==> src/rtl/core/esa_pkg.sv <==
`default_nettype none
// ----------------------------------------------------------------------------
// esa_pkg: error statistics accumulator shared definitions
// Widths, function codes, sequencer states and the report record.
// ----------------------------------------------------------------------------
package esa_pkg;

	localparam int ERROR_BITS   = 24;
	localparam int COUNT_BITS   = 16;
	localparam int SUM_BITS     = 40;
	localparam int SQSUM_BITS   = 64;
	localparam int PROD_BITS    = 2 * ERROR_BITS;
	localparam int REM_BITS     = ERROR_BITS + 1;
	localparam int CS_BITS      = REM_BITS + 2;
	localparam int STEP_BITS    = 6;
	localparam int ROOT_STEPS   = ERROR_BITS;
	localparam int S_TDATA_BITS = 24;
	localparam int M_TDATA_BITS = 96;
	localparam int REPORT_BITS  = COUNT_BITS + 3 * ERROR_BITS + 3;

	typedef enum logic [1:0] {
		FUNC_ADD    = 2'd0,
		FUNC_REPORT = 2'd1,
		FUNC_CLEAR  = 2'd2
	} func_t;

	typedef enum logic [3:0] {
		ST_IDLE,
		ST_SQ,
		ST_ACC,
		ST_DIVS,
		ST_LDQ,
		ST_DIVQ,
		ST_MSQ,
		ST_SUB,
		ST_SQRT,
		ST_DONE
	} state_t;

	typedef struct packed {
		logic ready;
		logic div_step;
		logic sqrt_step;
		logic mul_en;
		logic res_valid;
	} ctl_t;

	typedef struct packed {
		logic                  sample_overflow;
		logic                  bound_fault;
		logic                  bound_ok;
		logic [ERROR_BITS-1:0] std_error;
		logic [ERROR_BITS-1:0] mean_error;
		logic [ERROR_BITS-1:0] max_error;
		logic [COUNT_BITS-1:0] count;
	} report_t;

endpackage
`default_nettype wire

==> src/rtl/core/esa_cmpsub.sv <==
`default_nettype none
// ----------------------------------------------------------------------------
// esa_cmpsub: shared compare and subtract unit
// One trial subtraction per cycle for the divider and square-root steps.
// ----------------------------------------------------------------------------
module esa_cmpsub (
	input  wire logic [esa_pkg::CS_BITS-1:0] a,
	input  wire logic [esa_pkg::CS_BITS-1:0] b,
	output logic                             ge,
	output logic [esa_pkg::CS_BITS-1:0]      diff
);
	import esa_pkg::*;

	logic [CS_BITS:0] wide;

	// borrow out of the extended subtraction says a < b
	assign wide = {1'b0, a} - {1'b0, b};
	assign ge   = ~wide[CS_BITS];
	assign diff = wide[CS_BITS-1:0];

endmodule
`default_nettype wire

==> src/rtl/core/esa_core.sv <==
`default_nettype none
// ----------------------------------------------------------------------------
// esa_core: accumulators and report sequencer
// Holds the running sums and steps the shared unit through the divisions
// and the square root of a report.
// ----------------------------------------------------------------------------
module esa_core (
	input  wire logic                                clk,
	input  wire logic                                arst_n,
	input  wire logic                                in_valid,
	output logic                                     in_ready,
	input  wire logic [1:0]                          in_func,
	input  wire logic [esa_pkg::ERROR_BITS-1:0]      in_error,
	input  wire logic [esa_pkg::ERROR_BITS-1:0]      bound,
	output logic                                     res_valid,
	input  wire logic                                res_ready,
	output esa_pkg::report_t                         res
);
	import esa_pkg::*;

	state_t                  state_q, state_d;
	ctl_t                    ctl;
	func_t                   func;
	logic                    accept;

	logic [COUNT_BITS-1:0]   count_q;
	logic [ERROR_BITS-1:0]   peak_q;
	logic [SUM_BITS-1:0]     sum_q;
	logic [SQSUM_BITS-1:0]   sqsum_q;
	logic                    fault_q;
	logic                    ovf_q;
	logic [STEP_BITS-1:0]    step_q;

	logic [ERROR_BITS-1:0]   e_q;
	logic [PROD_BITS-1:0]    prod_q;
	logic [SQSUM_BITS-1:0]   dq_q;
	logic [REM_BITS-1:0]     rem_q;
	logic [ERROR_BITS-1:0]   root_q;
	logic [ERROR_BITS-1:0]   mean_q;
	logic [PROD_BITS-1:0]    msq_q;

	logic [ERROR_BITS-1:0]   mul_op;
	logic [PROD_BITS-1:0]    prod_d;
	logic [CS_BITS-1:0]      cs_a, cs_b, cs_diff;
	logic                    cs_ge;
	logic                    step_last;
	logic                    var_pos;
	logic                    bound_ok;

	assign func   = func_t'(in_func);
	assign accept = ctl.ready & in_valid;

	assign step_last =
		(state_q == ST_DIVS && step_q == STEP_BITS'(SUM_BITS - 1)) ||
		(state_q == ST_DIVQ && step_q == STEP_BITS'(SQSUM_BITS - 1)) ||
		(state_q == ST_SQRT && step_q == STEP_BITS'(ROOT_STEPS - 1));

	assign var_pos  = msq_q > prod_q;
	assign bound_ok = peak_q <= bound;

	// next state
	always_comb begin
		state_d = state_q;
		unique case (state_q)
			ST_IDLE: begin
				if (in_valid) begin
					case (func)
						FUNC_ADD:    state_d = ST_SQ;
						FUNC_REPORT: state_d = (count_q == '0) ? ST_DONE : ST_DIVS;
						default:     state_d = ST_IDLE;
					endcase
				end
			end
			ST_SQ:   state_d = ST_ACC;
			ST_ACC:  state_d = ST_IDLE;
			ST_DIVS: state_d = step_last ? ST_LDQ : ST_DIVS;
			ST_LDQ:  state_d = ST_DIVQ;
			ST_DIVQ: state_d = step_last ? ST_MSQ : ST_DIVQ;
			ST_MSQ:  state_d = ST_SUB;
			ST_SUB:  state_d = var_pos ? ST_SQRT : ST_DONE;
			ST_SQRT: state_d = step_last ? ST_DONE : ST_SQRT;
			ST_DONE: state_d = res_ready ? ST_IDLE : ST_DONE;
			default: state_d = ST_IDLE;
		endcase
	end

	// control outputs
	always_comb begin
		ctl = '0;
		unique case (state_q)
			ST_IDLE: ctl.ready     = 1'b1;
			ST_SQ:   ctl.mul_en    = 1'b1;
			ST_MSQ:  ctl.mul_en    = 1'b1;
			ST_DIVS: ctl.div_step  = 1'b1;
			ST_DIVQ: ctl.div_step  = 1'b1;
			ST_SQRT: ctl.sqrt_step = 1'b1;
			ST_DONE: ctl.res_valid = 1'b1;
			default: ctl = '0;
		endcase
	end

	// shared multiplier: sample square, then mean square in a report
	assign mul_op = (state_q == ST_MSQ) ? mean_q : e_q;
	assign prod_d = mul_op * mul_op;

	// shared unit operands: restoring divide by count, or one root digit
	always_comb begin
		if (ctl.sqrt_step) begin
			cs_a = {rem_q, dq_q[SQSUM_BITS-1 -: 2]};
			cs_b = {1'b0, root_q, 2'b01};
		end else begin
			cs_a = {{(CS_BITS-COUNT_BITS-1){1'b0}}, rem_q[COUNT_BITS-1:0],
				dq_q[SQSUM_BITS-1]};
			cs_b = {{(CS_BITS-COUNT_BITS){1'b0}}, count_q};
		end
	end

	esa_cmpsub u_cmpsub (
		.a    (cs_a),
		.b    (cs_b),
		.ge   (cs_ge),
		.diff (cs_diff)
	);

	always_ff @(posedge clk or negedge arst_n) begin
		if (!arst_n) begin
			state_q <= ST_IDLE;
			count_q <= '0;
			peak_q  <= '0;
			sum_q   <= '0;
			sqsum_q <= '0;
			fault_q <= 1'b0;
			ovf_q   <= 1'b0;
			step_q  <= '0;
		end else begin
			state_q <= state_d;
			step_q  <= ((ctl.div_step || ctl.sqrt_step) && !step_last) ?
				step_q + STEP_BITS'(1) : '0;
			if (accept && func == FUNC_CLEAR) begin
				count_q <= '0;
				peak_q  <= '0;
				sum_q   <= '0;
				sqsum_q <= '0;
				fault_q <= 1'b0;
				ovf_q   <= 1'b0;
			end
			if (state_q == ST_ACC) begin
				if (count_q == '1) begin
					ovf_q <= 1'b1;
				end else begin
					count_q <= count_q + COUNT_BITS'(1);
					if (e_q > peak_q) begin
						peak_q <= e_q;
					end
					sum_q   <= sum_q + {{(SUM_BITS-ERROR_BITS){1'b0}}, e_q};
					sqsum_q <= sqsum_q + {{(SQSUM_BITS-PROD_BITS){1'b0}}, prod_q};
				end
			end
			if (ctl.res_valid && res_ready && !bound_ok) begin
				fault_q <= 1'b1;
			end
		end
	end

	always_ff @(posedge clk) begin
		if (accept) begin
			e_q <= in_error;
		end
		if (accept && func == FUNC_REPORT) begin
			mean_q <= '0;
			root_q <= '0;
			dq_q   <= {sum_q, {(SQSUM_BITS-SUM_BITS){1'b0}}};
			rem_q  <= '0;
		end
		if (ctl.mul_en) begin
			prod_q <= prod_d;
		end
		if (ctl.div_step) begin
			rem_q <= {{(REM_BITS-COUNT_BITS){1'b0}},
				cs_ge ? cs_diff[COUNT_BITS-1:0] : cs_a[COUNT_BITS-1:0]};
			dq_q  <= {dq_q[SQSUM_BITS-2:0], cs_ge};
		end
		if (ctl.sqrt_step) begin
			rem_q  <= cs_ge ? cs_diff[REM_BITS-1:0] : cs_a[REM_BITS-1:0];
			root_q <= {root_q[ERROR_BITS-2:0], cs_ge};
			dq_q   <= {dq_q[SQSUM_BITS-3:0], 2'b00};
		end
		if (state_q == ST_LDQ) begin
			mean_q <= dq_q[ERROR_BITS-1:0];
			dq_q   <= sqsum_q;
			rem_q  <= '0;
		end
		if (state_q == ST_MSQ) begin
			msq_q <= dq_q[PROD_BITS-1:0];
		end
		if (state_q == ST_SUB) begin
			root_q <= '0;
			rem_q  <= '0;
			dq_q   <= {msq_q - prod_q, {(SQSUM_BITS-PROD_BITS){1'b0}}};
		end
	end

	assign in_ready  = ctl.ready;
	assign res_valid = ctl.res_valid;

	always_comb begin
		res                 = '0;
		res.count           = count_q;
		res.max_error       = peak_q;
		res.mean_error      = mean_q;
		res.std_error       = root_q;
		res.bound_ok        = bound_ok;
		res.bound_fault     = fault_q | ~bound_ok;
		res.sample_overflow = ovf_q;
	end

endmodule
`default_nettype wire

==> src/rtl/core/error_statistics_accumulator.sv <==
// Add transaction: square, then accumulate; the next transaction waits for both.
// Clear and unused codes: the next transaction is taken in the next cycle.
// Report: result in the output register after the bit-serial divisions (40 + 64
// steps) and the 24-step square root on the one compare/subtract unit; the root
// is skipped when the variance is zero, and all of them with no samples.
// arst_n low clears all accumulators, sticky flags and the bound register.
`default_nettype none
// ----------------------------------------------------------------------------
// error_statistics_accumulator: running error count, max, mean and std
// Stream front end, bound register and output register around the core.
// ----------------------------------------------------------------------------
module error_statistics_accumulator (
	input  wire logic                                 clk,
	input  wire logic                                 arst_n,
	input  wire logic                                 s_tvalid,
	output logic                                      s_tready,
	input  wire logic [esa_pkg::S_TDATA_BITS-1:0]     s_tdata,  // [23:0] error
	input  wire logic [1:0]                           s_tuser,  // [1:0] func
	output logic                                      m_tvalid,
	input  wire logic                                 m_tready,
	// [15:0] count, [39:16] max_error, [63:40] mean_error, [87:64] std_error,
	// [88] bound_ok, [89] bound_fault, [90] sample_overflow, [95:91] zero
	output logic [esa_pkg::M_TDATA_BITS-1:0]          m_tdata,
	input  wire logic                                 cfg_wen,
	input  wire logic [esa_pkg::ERROR_BITS-1:0]       cfg_wdata
);
	import esa_pkg::*;

	logic [ERROR_BITS-1:0]   bound_q;
	logic                    m_tvalid_q;
	logic [M_TDATA_BITS-1:0] m_tdata_q;
	logic                    res_valid;
	logic                    res_ready;
	report_t                 res;

	// hold the bound; the user must write it only while the block is quiet, the block does not enforce it
	always_ff @(posedge clk or negedge arst_n) begin
		if (!arst_n) begin
			bound_q <= '0;
		end else if (cfg_wen) begin
			bound_q <= cfg_wdata;
		end
	end

	// output register frees as soon as the sink takes the transaction
	assign res_ready = ~m_tvalid_q | m_tready;

	esa_core u_core (
		.clk       (clk),
		.arst_n    (arst_n),
		.in_valid  (s_tvalid),
		.in_ready  (s_tready),
		.in_func   (s_tuser),
		.in_error  (s_tdata[ERROR_BITS-1:0]),
		.bound     (bound_q),
		.res_valid (res_valid),
		.res_ready (res_ready),
		.res       (res)
	);

	always_ff @(posedge clk or negedge arst_n) begin
		if (!arst_n) begin
			m_tvalid_q <= 1'b0;
		end else if (res_ready) begin
			m_tvalid_q <= res_valid;
		end
	end

	// pack the report, last struct field (count) lowest, zero pad to whole bytes
	always_ff @(posedge clk) begin
		if (res_ready && res_valid) begin
			m_tdata_q <= {{(M_TDATA_BITS-REPORT_BITS){1'b0}}, res};
		end
	end

	assign m_tvalid = m_tvalid_q;
	assign m_tdata  = m_tdata_q;

endmodule
`default_nettype wire

==> config.mk <==
export PLATFORM = sky130hd
export DESIGN_NAME = error_statistics_accumulator
export DESIGN_NICKNAME = d
export VERILOG_FILES = /design/src/rtl/core/esa_pkg.sv /design/src/rtl/core/esa_cmpsub.sv /design/src/rtl/core/esa_core.sv /design/src/rtl/core/error_statistics_accumulator.sv
export SDC_FILE = /design/constraint.sdc
export NUM_CORES = 2
export LEC_CHECK = 0
export BUFFER_PORTS_ARGS = -buffer_cell sky130_fd_sc_hd__buf_2
export CELL_PAD_IN_SITES_DETAIL_PLACEMENT = 0
export CELL_PAD_IN_SITES_GLOBAL_PLACEMENT = 1
export CORE_MARGIN = 2
export CORE_UTILIZATION = 40
export CTS_BUF_LIST = sky130_fd_sc_hd__clkbuf_4
export DETAILED_ROUTE_END_ITERATION = 7
export GPL_ROUTABILITY_DRIVEN = 0
export PLACE_DENSITY = 0.72
export SLEW_MARGIN = 20
export SYNTH_ARGS = -nofsm -noshare
export SYNTH_HDL_FRONTEND = slang
export SYNTH_SLANG_ARGS = --single-unit
==> constraint.sdc <==
create_clock -name clk -period 9.8 [get_ports clk]
set_clock_uncertainty 0.2 [all_clocks]
set_input_delay 1.47 -clock clk [delete_from_list [all_inputs] [get_ports clk]]
set_output_delay 1.47 -clock clk [all_outputs]
set_load 0.01 [all_outputs]
==> impl_metrics.py <==
metrics = {
    "run_status": {
        "run_status": "finished clean",
    },
    "cells_and_area": {
        "post_route_cells_drive_above_1_share_pct": 11.2,
        "finalNetCount": 5894,
        "final.fill_count": 11300,
        "flow.area_growth_from_synthesis_pct": 9.53,
    },
    "worst_setup_path": {
        "cp.arrival_ns": 9.74,
        "worstPathRequired_ns": 10.36,
        "start_kind": "flop",
        "critical-path-slowest-cell": "sky130_fd_sc_hd__dfrtp_1",
        "reg2reg_slack_ns": 0.62,
        "worstReg2RegEnd": "u_core.prod_q[46]",
        "worst-setup-path-type": "flop to flop",
        "end_kind": "flop",
        "reg2reg_from": "u_core.state_q[1]",
        "reg2reg_depth": 28,
        "critPathMostFrequentCell": "sky130_fd_sc_hd__fa_1",
        "worst-path-max-fanout": 35,
        "cp_slowest_stage_delay_ns": 0.70,
    },
    "detailed_routing": {
        "route.detailed.drc": 0,
        "route.vias.total": 36100,
        "viasPerCell": 5.41,
        "avgRoutedWirePerCell_um": 21.1,
        "route.antenna.remaining_nets": 0,
        "detailedRoute.firstPassIterationCount": 8,
        "drt-total-wl_um": 141000,
        "drt-initial-drc-count": 2650,
    },
    "global_route": {
        "first_pass_grt_wire_length_um": 218000,
        "maximum_number_of_pins_on_one_net_before_global_route_repair": 86,
        "global_route.overflow_total": 0,
        "antenna_violations_before_repair": 9,
        "track_usage_pct": 24.2,
        "first_global_vias": 37300,
    },
    "placed_design": {
        "io_buffers": 147,
        "place.detailed.hpwl_um": 109000,
    },
    "clocking": {
        "clock_input_transition_at_the_sequential_cells_of_the_worst_setup_and_hold_paths_ns": 0.07,
        "clock_tree.root_cell": "sky130_fd_sc_hd__clkbuf_4",
        "cts_hold_repair_buffers": 0,
        "cts_tree": "yes",
        "tritoncts.num_buffers": 138,
        "htreeDepth": 4,
        "clock_path_buffers": 3,
        "clock_sink_count": 528,
        "clkLatencyLatePin_ns": 1.06,
    },
    "sta": {
        "fmax_ghz": 0.109,
        "fin_hold_ws_ns": 0.248,
        "post-route-min-period_ns": 9.18,
        "max_slew_margin_pct": 26.9,
        "slew_viol_final": 0,
        "hold_viol": 0,
        "tightestPinTransition_ns": 1.10,
        "ratio_of_final_minimum_period_to_clock_period_pct": 93.7,
        "rsz_0062_raised_after_global_routing": "no",
        "fin_tns_setup_ns": 0,
        "finalSetupViolations": 0,
    },
    "synthesis": {
        "synth-simple-area-share_pct": 13.2,
        "ys_seq_elements": 528,
        "post_synth_mux_area_share_pct": 2.35,
        "synth-edff-count": 282,
        "synthesis.yosys.warnings": 0,
        "yosys.area_share.xor_xnor_pct": 3.38,
        "synth_top_family_by_area": "adder cells",
        "post_synth_inst_count": 4888,
        "yosysSeqAreaShare_pct": 31.0,
        "synthFlopType": "sky130_fd_sc_hd__edfxtp_1",
        "synth_area_um2": 46200,
        "synth_compound_area_share_pct": 14.1,
        "synth_adder_area_share_pct": 28.3,
        "synthesis.area_per_instance_um2": 9.45,
        "synthArstFlopShare_pct": 34.3,
        "synthDistinctLibCells": 108,
    },
    "pwr": {
        "total_leakage_power_nw": 23.3,
        "p_per_area_nw_per_um2": 88.6,
        "worst_ir_drop_vdd_mv": 0.109,
    },
    "worst_hold_path": {
        "hold_path.startpoint": "u_core.rem_q[19]",
        "worst_hold_path.endpoint": "u_core.rem_q[19]",
        "hold_critical_path_depth": 2,
        "timing.hold.worst.class": "flop to flop",
    },
    "flow_run": {
        "maxCapViolations": 0,
    },
    "floorplan": {
        "chipWidth_um": 344,
        "die_area_um2": 118000,
        "num_io_pins": 153,
        "design.core.area_um2": 115000,
        "starting_density_of_the_core_pct": 40.3,
        "core.rowCount": 124,
        "die_h_um": 344,
    },
}
==> registers in the layout, indices dropped and copies added, names as in the netlist, 25 cells and up <==
| signal | flops |
|---|---|
| u_core.msq_q | 48 |
| m_tdata | 91 |
| u_core.rem_q | 25 |
| u_core.dq_q | 64 |
| u_core.sqsum_q | 64 |
| u_core.prod_q | 47 |
| u_core.sum_q | 40 |
==> cells in the final DEF (no fill, tap or decap), drive strengths merged, types with 45 or more instances in the layout <==
master | synthesis | routed
a221oi | 45 | 45
nand3 | 142 | 142
clkbuf | 151 | 206
nor2 | 365 | 365
dfrtp | 181 | 181
xnor2 | 103 | 103
o21ai | 256 | 256
mux2i | 63 | 63
edfxtp | 282 | 282
nand2 | 539 | 539
inv | 720 | 720
ha | 366 | 366
a21oi | 304 | 304
dfxtp | 65 | 65
fa | 424 | 424
nand4 | 62 | 62
clkinv | 5 | 45
nor3 | 49 | 49
buf | 53 | 220
a21o | 103 | 103
and2 | 47 | 47
xor2 | 75 | 75
==> layout make-up <==
cell class	count	area (µm²)	area share, %
Tap cell	1512	1890	3.74
Sequential cell	528	14300	28.3
Clock buffer	205	1540	3.04
Multi-Input combinational cell	3435	28400	56.2
Antenna cell	7	17.5	0.0346
Inverter	725	2730	5.39
Clock inverter	52	354	0.700
Timing Repair Buffer	221	1310	2.59
==> cell families (layout without fill, tap and decap cells) <==
| kind of cell | Yosys count | after routing |
|---|---|---|
| AND/OR/NAND/NOR | 1358 | 1358 |
| AO/OA/AOI/OAI | 1001 | 1001 |
| buffers and inverters | 929 | 1203 |
| adder cells (fa/ha/maj) | 790 | 790 |
| flip-flops | 528 | 528 |
| XOR/XNOR | 178 | 178 |
| multiplexers | 103 | 103 |
| other | 1 | 12 |
==> how the worst max path moves through the flow <==
stage                 startpoint                 to  cells past startpoint
2_1_floorplan  u_core.state_q[3]  u_core.prod_q[44]                     32
3_3_place_gp   u_core.state_q[2]  u_core.prod_q[37]                     29
3_5_place_dp   u_core.state_q[2]  u_core.prod_q[37]                     29
4_1_cts        u_core.state_q[2]  u_core.prod_q[37]                     29
5_1_grt        u_core.state_q[1]  u_core.prod_q[47]                     31
6_report       u_core.state_q[1]  u_core.prod_q[46]                     28
==> worst max-delay path: cells and delay by family (launching register included) <==
kind | cells | cell delay, ns
AND/OR/NAND/NOR | 6 | 1.21
adder cells (fa/ha/maj) | 8 | 4.02
flip-flops | 1 | 0.70
multiplexers | 1 | 0.56
XOR/XNOR | 1 | 0.14
buffers and inverters | 6 | 0.83
AO/OA/AOI/OAI | 6 | 1.21
==> stage by stage <==
stage	util, %	setup WS [ns]	std cells	power (mW)	instance area (µm²)
after detailed placement	42.5	0.453	6417	2.44	48600
after global routing	44.2	0.151	6683	4.66	50600
after CTS	44.1	0.370	6674	4.54	50500
after floorplan	-	0.843	4892	2.41	46200
after global placement	42.5	0.525	6417	2.44	48600
final	44.2	0.615	6685	4.48	50600
==> per-layer routing <==
layer / vias up / global-route usage, % / part of all wire, %
met4: 2 / 10.0 / 3.9
met1: 17800 / 31.1 / 42
li1: 16900 / - / -
met5: - / 0 / 0.0092
met3: 278 / 4.21 / 6.5
met2: 1186 / 40.4 / 47
==> cell usage after synthesis (7+ instances only) <==
cell | count | area (µm²)
sky130_fd_sc_hd__inv_1 | 717 | 2690
sky130_fd_sc_hd__nand2_1 | 538 | 2020
sky130_fd_sc_hd__fa_1 | 424 | 8490
sky130_fd_sc_hd__ha_1 | 366 | 4580
sky130_fd_sc_hd__nor2_1 | 364 | 1370
sky130_fd_sc_hd__a21oi_1 | 300 | 1500
sky130_fd_sc_hd__edfxtp_1 | 282 | 8470
sky130_fd_sc_hd__o21ai_0 | 225 | 1130
sky130_fd_sc_hd__dfrtp_1 | 181 | 4530
sky130_fd_sc_hd__clkbuf_1 | 150 | 563
sky130_fd_sc_hd__nand3_1 | 141 | 706
sky130_fd_sc_hd__a21o_1 | 103 | 773
sky130_fd_sc_hd__xnor2_1 | 103 | 902
sky130_fd_sc_hd__xor2_1 | 75 | 657
sky130_fd_sc_hd__dfxtp_1 | 65 | 1300
sky130_fd_sc_hd__mux2i_1 | 62 | 621
sky130_fd_sc_hd__nand4_1 | 62 | 388
sky130_fd_sc_hd__and2_1 | 46 | 288
sky130_fd_sc_hd__nor3_1 | 45 | 225
sky130_fd_sc_hd__a221oi_1 | 43 | 377
sky130_fd_sc_hd__mux2_2 | 40 | 450
sky130_fd_sc_hd__nor2b_1 | 40 | 250
sky130_fd_sc_hd__a31oi_1 | 38 | 238
sky130_fd_sc_hd__and3_1 | 30 | 188
sky130_fd_sc_hd__buf_2 | 29 | 145
sky130_fd_sc_hd__o21a_1 | 29 | 218
sky130_fd_sc_hd__nand2b_1 | 27 | 169
sky130_fd_sc_hd__o21bai_1 | 26 | 195
sky130_fd_sc_hd__a22oi_1 | 25 | 188
sky130_fd_sc_hd__o21ai_1 | 25 | 125
sky130_fd_sc_hd__o31ai_1 | 25 | 188
sky130_fd_sc_hd__o22ai_1 | 17 | 106
sky130_fd_sc_hd__buf_1 | 16 | 60.1
sky130_fd_sc_hd__o211ai_1 | 16 | 120
sky130_fd_sc_hd__a211oi_1 | 15 | 113
sky130_fd_sc_hd__a22o_1 | 11 | 96.3
sky130_fd_sc_hd__nor4_1 | 11 | 68.8
sky130_fd_sc_hd__or2_2 | 10 | 62.6
sky130_fd_sc_hd__or3_1 | 9 | 56.3
sky130_fd_sc_hd__nand3b_1 | 7 | 52.6
==> report_power, final <==
part / internal [mW] / switching, mW / leakage, nW / total (mW)
combinational: 0.0233 / 0.0442 / 17.6 / 0.0676
sequential: 2.33 / 0.00240 / 4.60 / 2.33
clock: 1.08 / 1.01 / 1.10 / 2.08
total: 3.43 / 1.05 / 23.3 / 4.48
==> repair_timing <==
| item | CTS | global route |
|---|---|---|
| setup buffers | 0 | 4 |
| endpoints found under the setup margin | 0 | 7 |
| gates resized for setup | 0 | 1 |
No activity file was read; power rests on OpenSTA's default activity.
